## src/rtl/bclr_pkg.sv

```systemverilog
`timescale 1ns / 1ps
package bclr_pkg;

   // request actions
   typedef enum logic [1:0] {
      ACT_USE  = 2'd0,
      ACT_WORD = 2'd1,
      ACT_FAIL = 2'd2,
      ACT_SAFE = 2'd3
   } action_type;

   // result status codes
   typedef enum logic [1:0] {
      ST_OK        = 2'd0,
      ST_UNDERFLOW = 2'd1,
      ST_OVERFLOW  = 2'd2,
      ST_BUSY      = 2'd3
   } status_type;

   // control register indexes
   typedef enum logic [1:0] {
      CSR_WATERMARK = 2'd0,
      CSR_DMA_LIMIT = 2'd1,
      CSR_RING_LIMIT = 2'd2
   } csr_index_type;

   typedef enum logic [1:0] {
      FSM_IDLE = 2'd0,
      FSM_POP  = 2'd1,
      FSM_SAFE = 2'd2,
      FSM_HOLD = 2'd3
   } fsm_type;

   localparam int CSR_IDX_W  = 2;
   localparam int CSR_DATA_W = 16;
   localparam int WM_W       = 9;
   localparam int LIMIT_W    = 16;
   localparam int SEQ_W      = 32;

   localparam logic [1:0] HALVES_ALL = 2'b11;
   localparam logic [1:0] HALF_LO    = 2'b01;
   localparam logic [1:0] HALF_HI    = 2'b10;

   localparam logic [WM_W-1:0]    WM_RESET   = 9'd32;
   localparam logic [LIMIT_W-1:0] DMA_RESET  = 16'd16;
   localparam logic [LIMIT_W-1:0] RING_RESET = 16'd8;

   typedef struct packed {
      logic [1:0]       action;
      logic             half;
      logic [4:0]       word_index;
      logic [31:0]      buffer_word;
      logic             last_word;
      logic [SEQ_W-1:0] issued_seq;
      logic [SEQ_W-1:0] completed_seq;
      logic [SEQ_W-1:0] served_seq;
   } req_type;

   typedef struct packed {
      logic [31:0]      buffer_handle;
      logic             buffer_valid;
      logic [1:0]       status;
      logic             refill_request;
      logic [8:0]       available;
      logic [SEQ_W-1:0] safe_seq;
   } rsp_type;

   // operands for the safe sequence unit
   typedef struct packed {
      logic [SEQ_W-1:0]   issued_seq;
      logic [SEQ_W-1:0]   completed_seq;
      logic [SEQ_W-1:0]   served_seq;
      logic [LIMIT_W-1:0] dma_limit;
      logic [LIMIT_W-1:0] ring_limit;
   } safe_args_type;

endpackage

```

## src/rtl/bclr_safe.sv

```systemverilog
`timescale 1ns / 1ps
module bclr_safe #(
   parameter int CNT_W      = 9,
   parameter int BATCH_SIZE = 4
) (
   input  logic                   clock,
   input  logic                   reset,
   input  logic                   start,
   input  bclr_pkg::safe_args_type args,
   input  logic [CNT_W-1:0]       fill,
   output logic                   done,
   output logic [31:0]            result
);
   import bclr_pkg::*;

   // fill / BATCH_SIZE by reciprocal multiply, then one correction step
   localparam int DIV_SHIFT = CNT_W + 7;
   localparam int RECIP_W   = DIV_SHIFT + 1;
   localparam int PROD_W    = CNT_W + RECIP_W;
   localparam int REM_W     = CNT_W + 7;
   localparam logic [RECIP_W-1:0] RECIP = RECIP_W'((64'd1 << DIV_SHIFT) / BATCH_SIZE);
   localparam logic [6:0]         BATCH_C = 7'(BATCH_SIZE);

   logic              v1_ff, v2_ff, v3_ff;
   logic [PROD_W-1:0] prod_ff;
   logic [CNT_W-1:0]  x_ff;
   logic [SEQ_W-1:0]  dma_bat_ff, ring_bat_ff, issued1_ff, issued2_ff;
   logic [SEQ_W-1:0]  dma_bat2_ff, ring_bat2_ff;
   logic [CNT_W-1:0]  batches_ff;
   logic [SEQ_W-1:0]  result_ff;

   logic [CNT_W-1:0]  q0;
   logic [REM_W-1:0]  rem;
   logic [CNT_W-1:0]  batches_in;
   logic [SEQ_W-1:0]  min_a, min_b;

   always_comb begin
      q0  = prod_ff[DIV_SHIFT +: CNT_W];
      rem = REM_W'(x_ff) - REM_W'(q0) * REM_W'(BATCH_C);
      batches_in = (rem >= REM_W'(BATCH_C)) ? q0 + CNT_W'(1) : q0;
      min_a = (dma_bat2_ff < SEQ_W'(batches_ff)) ? dma_bat2_ff : SEQ_W'(batches_ff);
      min_b = (ring_bat2_ff < min_a) ? ring_bat2_ff : min_a;
   end

   always_ff @(posedge clock) begin
      if (reset) begin
         v1_ff <= 1'b0;
         v2_ff <= 1'b0;
         v3_ff <= 1'b0;
      end else begin
         v1_ff <= start;
         v2_ff <= v1_ff;
         v3_ff <= v2_ff;
      end
   end

   always_ff @(posedge clock) begin
      prod_ff     <= PROD_W'(fill) * PROD_W'(RECIP);
      x_ff        <= fill;
      dma_bat_ff  <= SEQ_W'(args.dma_limit) - args.issued_seq + args.completed_seq;
      ring_bat_ff <= SEQ_W'(args.ring_limit) - args.issued_seq + args.served_seq;
      issued1_ff  <= args.issued_seq;

      batches_ff   <= batches_in;
      dma_bat2_ff  <= dma_bat_ff;
      ring_bat2_ff <= ring_bat_ff;
      issued2_ff   <= issued1_ff;

      result_ff <= issued2_ff + min_b;
   end

   assign done   = v3_ff;
   assign result = result_ff;

endmodule

```

## config.mk

```make
export PLATFORM = sky130hd
export DESIGN_NAME = bclr_safe
export DESIGN_NICKNAME = d
export VERILOG_FILES = /design/src/rtl/bclr_pkg.sv /design/src/rtl/bclr_safe.sv
export SDC_FILE = /design/constraint.sdc
export NUM_CORES = 1
export LEC_CHECK = 0
export BUFFER_PORTS_ARGS = -buffer_cell sky130_fd_sc_hd__buf_4
export CORE_UTILIZATION = 50
export DETAILED_ROUTE_END_ITERATION = 8
export PLACE_DENSITY = 0.71
export RECOVER_POWER = 50
export SYNTH_ARGS = -nofsm -noshare
export SYNTH_HDL_FRONTEND = slang
export SYNTH_SLANG_ARGS = --single-unit
export TNS_END_PERCENT = 10
```

## constraint.sdc

```tcl
create_clock -name clock -period 8.35 [get_ports clock]
set_input_delay 0.4175 -clock clock [delete_from_list [all_inputs] [get_ports clock]]
set_output_delay 0.4175 -clock clock [all_outputs]
set_load 0.01 [all_outputs]
```

==> summary.txt, run 1 <==
outcome: complete, no violations
Multi-input gate area: 6646 sq um
area leader, netlist: dfxtp_1
Synth cell types: 64
Combinational Power Share: 36.3%
layout cell share with drive strength beyond 1: 13.82%
post-synthesis register bit count: 241
Ant. Diodes: 0
post-synthesis async set-or-reset flop share: 0%
EDFF count, synth: 0
Crit path depth: 26
Tot Pwr: 4322 uW
worst path bufs/invs: 1
core area: 23610 sq um
Mean Syn Cell Area: 9.833 sq um
DR WL met3: 1269 um
# rows: 56
Slew Limit Fails: 0
Sum Neg Setup Slack: 0 ns
clock power share: 26.2%
Worst R2R Start: batches_ff[1]$_DFF_P_
Clock Latency Late Sink: 0.51 ns
CTS clk-pin slew, worst paths: 0.06 ns
Post-Route WL: 24570 um
CP max-delay cell: or4b_1
via count: 8787
post-synth top area share: 39.89%
CTS sink cnt: 241
ANT nets after route: 0
most frequent CP cell: a21oi_1
Max VDD drop: 147.5 uV
Reg power frac: 37.5%
PortBufs: 170
Worst R2R Setup Slack: 0.98 ns
R2R depth: 26
Fmax achieved: 135.7 MHz
largest net degree at the start of global routing: 28
TritonCTS clock tree: yes
area delta synth->final: 21.17%
CP max FO: 27
# setup viols final: 0
skew final: 0.01136 ns
sequential share of the synthesized area: 39.89%
final-layout fill cell count: 2001
gr usage total: 20.55%
Worst setup startpoint: batches_ff[1]$_DFF_P_
most frequent cells in the layout: dfxtp_1 (241), inv_1 (177), ha_1 (165)
IO Pins: 173
Initial Util: 51.22%
antenna violations before repair: 0
vias in the first global route: 8549
net load switching power: 1354 uW
CP max stage delay: 0.66 ns
number of H-tree levels: 1
Die Height: 157.5 um
top sig layer: met4
Setup Crit Path Kind: flip-flop to flip-flop
GPL Wtd Cong: 0.8602
P_leak: 0.007316 uW
Seq. cell area: 4825 sq um
fin nets: 1784
met1 wire length: 12000 um
top post-synthesis cells by area: dfxtp_1 (40%), ha_1 (17%), inv_1 (5.5%)
power per cell area: 294.9 nW/um^2
Max-cap violations: 0
delay-heaviest family, CP: compound AO/OA/AOI/OAI gates
crit start category: flip-flop
min-delay src: args[116]
element type at the critical path end: flip-flop
die area: 24810 sq um
starting DRC count in detailed routing: 354
CP Capture Point: result[27]$_DFF_P_
Root Buffer: clkbuf_16
total grt overflow: 0
final critical-path share of the clock period: 88.25%
first-pass GRT wire length: 40190 um
DRC violations left: 0
Tmin final: 7.369 ns
WL/cell: 13.80 um
switch share: 31.32%
Tightest Hold Check Type: input pin to flip-flop
slew margin rel.: 53.51%
most common cell after layout, fill and taps aside: dfxtp_1
Yosys warnings: 0
critical path data required time: 8.74 ns
Slew @ Worst Pin: 0.6914 ns
Netlist Area Pre-Place: 12090 sq um
met2 WL: 10720 um
Main synth FF type: dfxtp_1
Final Hold Fails: 0
Int Power: 2969 uW
Critical R2R Capture: result[27]$_DFF_P_
Die Span X: 157.5 um
CP arrival: 7.75 ns
drt pass-1 iters: 5
cts bufs inserted: 24
Gate Count Post-Synth: 1230
Final HPWL DP: 20090 um
deepest clock path buffer count: 3
RSZ-0062 raised after global routing: false
Vias/cell: 4.934
## cell families after synthesis
logic type | after synthesis | share of synthesized area (%)
and+or+nand+nor | 215 | 9.053
muxes | 4 | 0.3621
DFF | 241 | 39.89
buffers and inverters | 190 | 5.897
other | 1 | 0.03101
AOI/OAI and AO/OA | 296 | 16.08
xor gates and xnor gates | 85 | 6.156
adders and majority gates | 198 | 22.53
## registers in the layout (all words and copies together) (netlist names), 32 cells and up
signal and cells:
dma_bat2_ff 32, dma_bat_ff 32, issued1_ff 32, issued2_ff 32, result 32, ring_bat2_ff 32
ring_bat_ff 32
## power by group through the flow
| stage | Combinational, uW | Clock [uW] | Sequential (uW) |
|---|---|---|---|
| after floorplan | 1110 | 0 | 1650 |
| after global placement | 1530 | 0 | 1640 |
| after detailed placement | 1560 | 0 | 1640 |
| after CTS | 1580 | 1160 | 1620 |
| after global routing | 1780 | 1210 | 1660 |
| final | 1570 | 1130 | 1620 |
## cells in the mapped netlist, drive strengths merged, types with 7 or more instances
cell type / n
o31ai: 7
xor2: 19
a21oi: 96
nand2b: 14
a31oi: 7
o21ai: 54
and3: 7
nor2b: 12
clkbuf: 11
a21o: 52
a211oi: 12
o211ai: 7
dfxtp: 241
fa: 33
o21bai: 10
nand4: 13
nor3: 12
nor2: 58
and2: 26
nand3: 16
inv: 178
ha: 165
nand2: 38
xnor2: 66
o21a: 13
## how the worst min path moves through the flow
stage | end | slack [ns] | cells past startpoint
3_3_place_gp | dma_bat2_ff[21]$_DFF_P_ | 0.31 | 0
6_report | issued1_ff[20]$_DFF_P_ | 0.05 | 1
3_5_place_dp | issued2_ff[1]$_DFF_P_ | 0.31 | 0
2_1_floorplan | batches_ff[0]$_DFF_P_ | 0.31 | 0
5_1_grt | issued1_ff[20]$_DFF_P_ | 0.03 | 1
4_1_cts | issued1_ff[19]$_DFF_P_ | 0.002 | 1
## through the flow
step	cells	area, sq um	setup WS, ns	hold WS [ns]	util (%)
after CTS	1780	14740	1.023	0.002159	62.42
after global placement	1731	13810	1.146	0.3110	58.50
after floorplan	1254	12180	2.557	0.3096	-
after detailed placement	1731	13810	1.074	0.3121	58.50
after global routing	1781	14650	0.3563	0.02535	62.06
final	1781	14650	0.9813	0.05093	62.06
## timing repair
item / in CTS / in global routing
hold buffers: 7 / 1
resized for setup: 0 / 0
setup buffers: 0 / 0
endpoints found under the hold margin: 7 / 1
## worst reg2reg max path: cells and delay by family (launching register included)
kind,cells,cell delay (ns)
AOI/OAI and AO/OA,15,3.55
and+or+nand+nor,5,1.91
adders and majority gates,3,0.85
muxes,1,0.44
DFF,1,0.30
xor gates and xnor gates,1,0.15
buffers and inverters,1,0.05
## routing by layer
metal | vias up | GRT usage (%)
met5 | - | 0
met4 | 0 | 6.426
met3 | 39 | 2.726
met2 | 196 | 33.21
met1 | 3951 | 28.38
li1 | 4601 | -
## layout make-up
type	instances	share of cell area, %
multi-input combinational	823	45.36
sequential	241	32.92
timing repair buffer	178	8.615
clock buffer	33	4.747
inverter	178	4.559
tap	319	2.724
clock inverter	9	1.076
(Power assumes the default switching activity.)
==> run 2: changes to the inputs <==
--- a/config.mk
+++ b/config.mk
@@ -6,6 +6,7 @@
 export NUM_CORES = 1
 export LEC_CHECK = 0
 export BUFFER_PORTS_ARGS = -buffer_cell sky130_fd_sc_hd__buf_4
+export CAP_MARGIN = 40
 export CORE_UTILIZATION = 50
 export DETAILED_ROUTE_END_ITERATION = 8
 export PLACE_DENSITY = 0.71
==> constraint.sdc (replaced) <==
create_clock -name clock -period 8.35 [get_ports clock]
set_input_delay 0.835 -clock clock [delete_from_list [all_inputs] [get_ports clock]]
set_output_delay 0.835 -clock clock [all_outputs]
set_load 0.01 [all_outputs]
==> run 2 against run 1 <==
Compared with the run above:
- power decreased by 0.45%
- first-iteration DRC count is 0.56% lower
- core utilization is 0.34 points lower
- critical endpoint unchanged
- routed wire length is 0.29% lower
- clock skew up 0.0066 ns
- non-clock buffer count fell by 8
- critical path type unchanged
- flip-flop and latch count unchanged
==> summary.txt, run 2 (synthesized netlist as in run 1, its figures left out) <==
Tmin final: 7.461 ns
Initial Util: 51.22%
antenna violations before repair: 0
Place WS: 0.9951 ns
Die Span X: 157.5 um
final setup margin: 0.8888 ns
total grt overflow: 0
power per cell area: 295.2 nW/um^2
Fmax achieved: 134.0 MHz
Max VDD drop: 159.2 uV
Resized cells post-CTS: 0
ANT nets after route: 0
Worst R2R Start: batches_ff[1]$_DFF_P_
Int Power: 2940 uW
Crit path depth: 26
layout cell share with drive strength beyond 1: 14.34%
core area: 23610 sq um
Critical R2R Capture: result[27]$_DFF_P_
worst hold endpoint: ring_bat2_ff[11]$_DFF_P_
element type at the critical path end: flip-flop
Ant. Diodes: 0
CP max-delay cell: or4b_1
worst path bufs/invs: 1
die area: 24810 sq um
CP max FO: 27
most common cell after layout, fill and taps aside: dfxtp_1
first-pass GRT wire length: 39610 um
final-layout fill cell count: 2013
area delta synth->final: 20.51%
via count: 8677
Worst R2R Setup Slack: 0.89 ns
CTS sink cnt: 241
most frequent cells in the layout: dfxtp_1 (241), inv_1 (177), ha_1 (165)
delay-heaviest family, CP: compound AO/OA/AOI/OAI gates
CTS clk-pin slew, worst paths: 0.06 ns
number of H-tree levels: 1
Vias/cell: 4.886
crit start category: flip-flop
vias in the first global route: 8392
drt pass-1 iters: 4
Root Buffer: clkbuf_16
most frequent CP cell: a21oi_1
TritonCTS clock tree: yes
GPL Wtd Cong: 0.8674
Max-cap violations: 0
Multi-input gate area: 6646 sq um
critical path data required time: 8.74 ns
P_leak: 0.007300 uW
fin nets: 1777
WL/cell: 13.79 um
Slew Limit Fails: 0
Clock Latency Late Sink: 0.52 ns
R2R depth: 26
CP arrival: 7.85 ns
net load switching power: 1363 uW
Seq. cell area: 4825 sq um
outcome: complete, no violations
cts bufs inserted: 25
CP max stage delay: 0.66 ns
final critical-path share of the clock period: 89.36%
# hold bufs at CTS: 0
Post-Route WL: 24500 um
# setup viols final: 0
starting DRC count in detailed routing: 352
RSZ-0062 raised after global routing: false
non-filler cells, final: 1776
deepest clock path buffer count: 3
Placed Area: 13810 sq um
# rows: 56
Sum Neg Setup Slack: 0 ns
Setup Crit Path Kind: flip-flop to flip-flop
Slew @ Worst Pin: 0.6804 ns
min-delay src: ring_bat_ff[11]$_DFF_P_
Combinational Power Share: 36.7%
skew final: 0.01794 ns
largest net degree at the start of global routing: 28
placed insts: 1731
PortBufs: 170
Die Height: 157.5 um
Final HPWL DP: 20240 um
final instance area: 14570 sq um
Final Hold Fails: 0
worst hold stages: 0
slew margin rel.: 54.53%
switch share: 31.67%
number of setup buffers added after CTS: 0
gr usage total: 20.24%
Reg power frac: 37.7%
clock power share: 25.7%
Tightest Hold Check Type: flip-flop to flip-flop
IO Pins: 173
Tot Pwr: 4303 uW
DRC violations left: 0
## run 2: cell count changes in the layout (fill, tap and decap cells not counted), sizes merged
| cell | previous run | this run |
|---|---|---|
| dlygate4sd3 | 8 | 0 |
| clkinv | 2 | 8 |
| buf | 138 | 137 |
| bufinv | 4 | 3 |
| clkinvlp | 2 | 1 |
## run 2: how the worst max path moves through the flow
| stage | to | from | slack [ns] |
|---|---|---|---|
| 6_report | result[27]$_DFF_P_ | batches_ff[1]$_DFF_P_ | 0.89 |
| 3_5_place_dp | result[29]$_DFF_P_ | batches_ff[1]$_DFF_P_ | 1.0 |
| 4_1_cts | result[29]$_DFF_P_ | batches_ff[1]$_DFF_P_ | 0.90 |
| 3_3_place_gp | result[27]$_DFF_P_ | batches_ff[1]$_DFF_P_ | 1.15 |
| 2_1_floorplan | result[28]$_DFF_P_ | batches_ff[5]$_DFF_P_ | 2.56 |
| 5_1_grt | result[28]$_DFF_P_ | batches_ff[1]$_DFF_P_ | 0.19 |
## run 2: per-stage QoR
step | hold slack (ns) | util, %
final | 0.3227 | 61.72
after CTS | 0.3230 | 62.07
after global routing | 0.3254 | 61.72
after detailed placement | 0.3121 | 58.50
after global placement | 0.3110 | 58.50
after floorplan | 0.3096 | -
## run 2: metal layers
layer  track usage (%)  vias up  part of all wire (%)
met1             28.40     3869                    50
li1                  -     4593                     -
met3             3.029       27                   4.5
met5                 0        -                     0
met4             5.548        0                   1.6
met2             32.24      188                    44
## run 2: area by class of cell
type                            count  area share, %
Clock buffer                       32          4.748
Clock inverter                     13          1.030
Inverter                          178          4.584
Multi-Input combinational cell    823          45.60
Sequential cell                   241          33.10
Tap cell                          319          2.739
Timing Repair Buffer              170          8.190
## run 2: power by group through the flow
stage / combinational [uW] / sequential, uW / clock [uW]
floorplan: 1110 / 1650 / 0
global placement: 1530 / 1640 / 0
detailed placement: 1570 / 1650 / 0
CTS: 1580 / 1630 / 1140
global route: 1780 / 1660 / 1180
finish: 1580 / 1620 / 1100
## run 2: worst reg2reg max path: stages (launching register included)
cell and delay (ns):
dfxtp_1 0.31, inv_1 0.06, ha_1 0.27, a21o_1 0.16
a211oi_1 0.43, o31a_1 0.54, nor2_1 0.08, a21oi_1 0.28
ha_1 0.31, a21o_1 0.16, a21oi_1 0.17, o21ai_0 0.15
or4_1 0.41, or4b_1 0.66, nand2_1 0.59, mux2_2 0.45
ha_1 0.28, a21o_1 0.16, a21oi_1 0.21, nand2b_1 0.19
a211oi_1 0.11, a2111oi_0 0.49, a21oi_1 0.13, a21oi_1 0.31
o21a_1 0.19, o21bai_1 0.09, xor2_1 0.15
==> run 3: changes to the inputs <==
--- a/config.mk
+++ b/config.mk
@@ -7,9 +7,12 @@
 export LEC_CHECK = 0
 export BUFFER_PORTS_ARGS = -buffer_cell sky130_fd_sc_hd__buf_4
 export CAP_MARGIN = 40
-export CORE_UTILIZATION = 50
+export CELL_PAD_IN_SITES_DETAIL_PLACEMENT = 0
+export CELL_PAD_IN_SITES_GLOBAL_PLACEMENT = 1
+export CORE_MARGIN = 2
+export CORE_UTILIZATION = 45
 export DETAILED_ROUTE_END_ITERATION = 8
-export PLACE_DENSITY = 0.71
+export PLACE_DENSITY_LB_ADDON = 0.1
 export RECOVER_POWER = 50
 export SYNTH_ARGS = -nofsm -noshare
 export SYNTH_HDL_FRONTEND = slang
==> run 3 against run 2 <==
Compared with the run above:
- register-to-register slack improved by 0.22 ns
- via count fell by 1.5%
- hold slack improved by 0.00058 ns
- global-route usage fell by 2.6 points
- die area rose by 14%
- first-iteration DRC count fell by 24%
- sequential share of layout area fell by 0.14 points
- largest power group unchanged
- core utilization fell by 6.8 points
- maximum frequency rose by 3.0%
- critical path type unchanged
==> summary.txt, run 3 (synthesized netlist as in run 1, its figures left out) <==
first-pass GRT wire length: 40740 um
slew margin rel.: 52.90%
Post-Route WL: 24780 um
final-layout fill cell count: 2492
vias in the first global route: 8368
CTS sink cnt: 241
P_leak: 0.007310 uW
Max-cap violations: 0
Max VDD drop: 128.1 uV
most common cell after layout, fill and taps aside: dfxtp_1
total grt overflow: 0
Vias/cell: 4.754
drt pass-1 iters: 4
area delta synth->final: 21.01%
Slew Limit Fails: 0
Combinational Power Share: 36.2%
Multi-input gate area: 6646 sq um
WL/cell: 13.78 um
Initial Util: 45.38%
Seq. cell area: 4825 sq um
IO Pins: 173
gr usage total: 17.67%
skew final: 0.01057 ns
ANT nets after route: 0
antenna violations before repair: 0
core area: 26650 sq um
CP max-delay cell: or4b_1
fin nets: 1778
via count: 8548
Setup Crit Path Kind: flip-flop to flip-flop
# setup viols final: 0
DRC violations left: 0
Tmin final: 7.244 ns
Clock Latency Late Sink: 0.51 ns
CP max FO: 27
most frequent cells in the layout: dfxtp_1 (241), inv_1 (177), ha_1 (165)
non-filler cells, final: 1798
die area: 28200 sq um
number of H-tree levels: 1
M1 GR Usage: 26.11%
global routing usage on met3: 3.056%
clock power share: 26.4%
CP arrival: 7.63 ns
net load switching power: 1354 uW
critical path data required time: 8.73 ns
# hold bufs at CTS: 0
cts bufs inserted: 25
Sum Neg Setup Slack: 0 ns
Slew @ Worst Pin: 0.7005 ns
most frequent CP cell: a21oi_1
Fmax achieved: 138.1 MHz
Final HPWL DP: 20940 um
placed insts: 1754
Die Height: 167.9 um
PortBufs: 170
final critical-path share of the clock period: 86.75%
Resized cells post-CTS: 0
starting DRC count in detailed routing: 268
Die Span X: 167.9 um
RSZ-0062 raised after global routing: false
Int Power: 2974 uW
switch share: 31.28%
CTS clk-pin slew, worst paths: 0.06 ns
Reg power frac: 37.4%
element type at the critical path end: flip-flop
Tightest Hold Check Type: flip-flop to flip-flop
Ant. Diodes: 0
met2 usage: 27.18%
CP max stage delay: 0.67 ns
Root Buffer: clkbuf_16
# rows: 60
GPL Wtd Cong: 0.8141
crit start category: flip-flop
layer with the highest usage: met2
power per cell area: 295.7 nW/um^2
number of setup buffers added after CTS: 0
Final Hold Fails: 0
TritonCTS clock tree: yes
deepest clock path buffer count: 3
outcome: complete, no violations
layout cell share with drive strength beyond 1: 14.28%
largest net degree at the start of global routing: 28
run 3: changes by cell type in the layout (fill, tap and decap cells not counted):
cell / previous run / this run
buf_1: 1 / 0
buf_4: 136 / 137
clkinv_2: 7 / 2
inv_6: 1 / 3
clkbuf_1: 24 / 26
bufinv_16: 3 / 4
run 3: worst max-delay path, delay by kind of cell (launching register included):
| family | cells | cell delay [ns] |
|---|---|---|
| xor+xnor | 1 | 0.14 |
| compound gates | 15 | 3.64 |
| flops | 1 | 0.31 |
| simple gates | 5 | 1.48 |
| fa+ha+maj | 3 | 0.86 |
| mux | 1 | 0.40 |
| buf+inv | 2 | 0.29 |
run 3: metal layers:
metal	vias to the layer above	routed length (um)	share of wire, %
met4	0	309	1.2
met3	25	1213	4.9
met1	3788	12950	52
li1	4586	-	-
met5	-	0	0
met2	149	10310	42
run 3: power by group through the flow:
stage / Combinational, uW / Clock [uW] / Sequential (uW)
3_3_place_gp: 1560 / 0 / 1640
3_5_place_dp: 1580 / 0 / 1650
2_1_floorplan: 1110 / 0 / 1650
4_1_cts: 1590 / 1170 / 1620
6_report: 1570 / 1140 / 1620
5_1_grt: 1790 / 1220 / 1650
run 3: cell type report:
type | count | area share (%)
flip-flops and latches | 241 | 32.97
inverters | 178 | 4.565
clock buffers | 33 | 4.753
repair buffers | 171 | 8.207
well taps | 341 | 2.915
clock inverters | 11 | 1.180
multi-input cells | 823 | 45.41
run 3: through the flow:
step	utilization, %	total power, uW	setup WS, ns	instance area [sq um]	hold WS [ns]
floorplan	-	2757	2.557	12180	0.3096
global placement	51.97	3205	1.149	13850	0.3101
detailed placement	51.97	3226	1.138	13850	0.3121
CTS	55.23	4385	1.068	14720	0.3235
global route	54.92	4667	0.3475	14640	0.3284
finish	54.92	4328	1.106	14640	0.3233
run 3: path summary, 6_finish.rpt:
check / cells after the start / slack [ns] / start / end
worst max-delay path: 27 / 1.11 / batches_ff[1]$_DFF_P_ / result[31]$_DFF_P_
worst min-delay path: 0 / 0.32 / ring_bat_ff[28]$_DFF_P_ / ring_bat2_ff[28]$_DFF_P_
worst max register to register: 27 / 1.11 / batches_ff[1]$_DFF_P_ / result[31]$_DFF_P_
worst min register to register: 0 / 0.32 / ring_bat_ff[28]$_DFF_P_ / ring_bat2_ff[28]$_DFF_P_
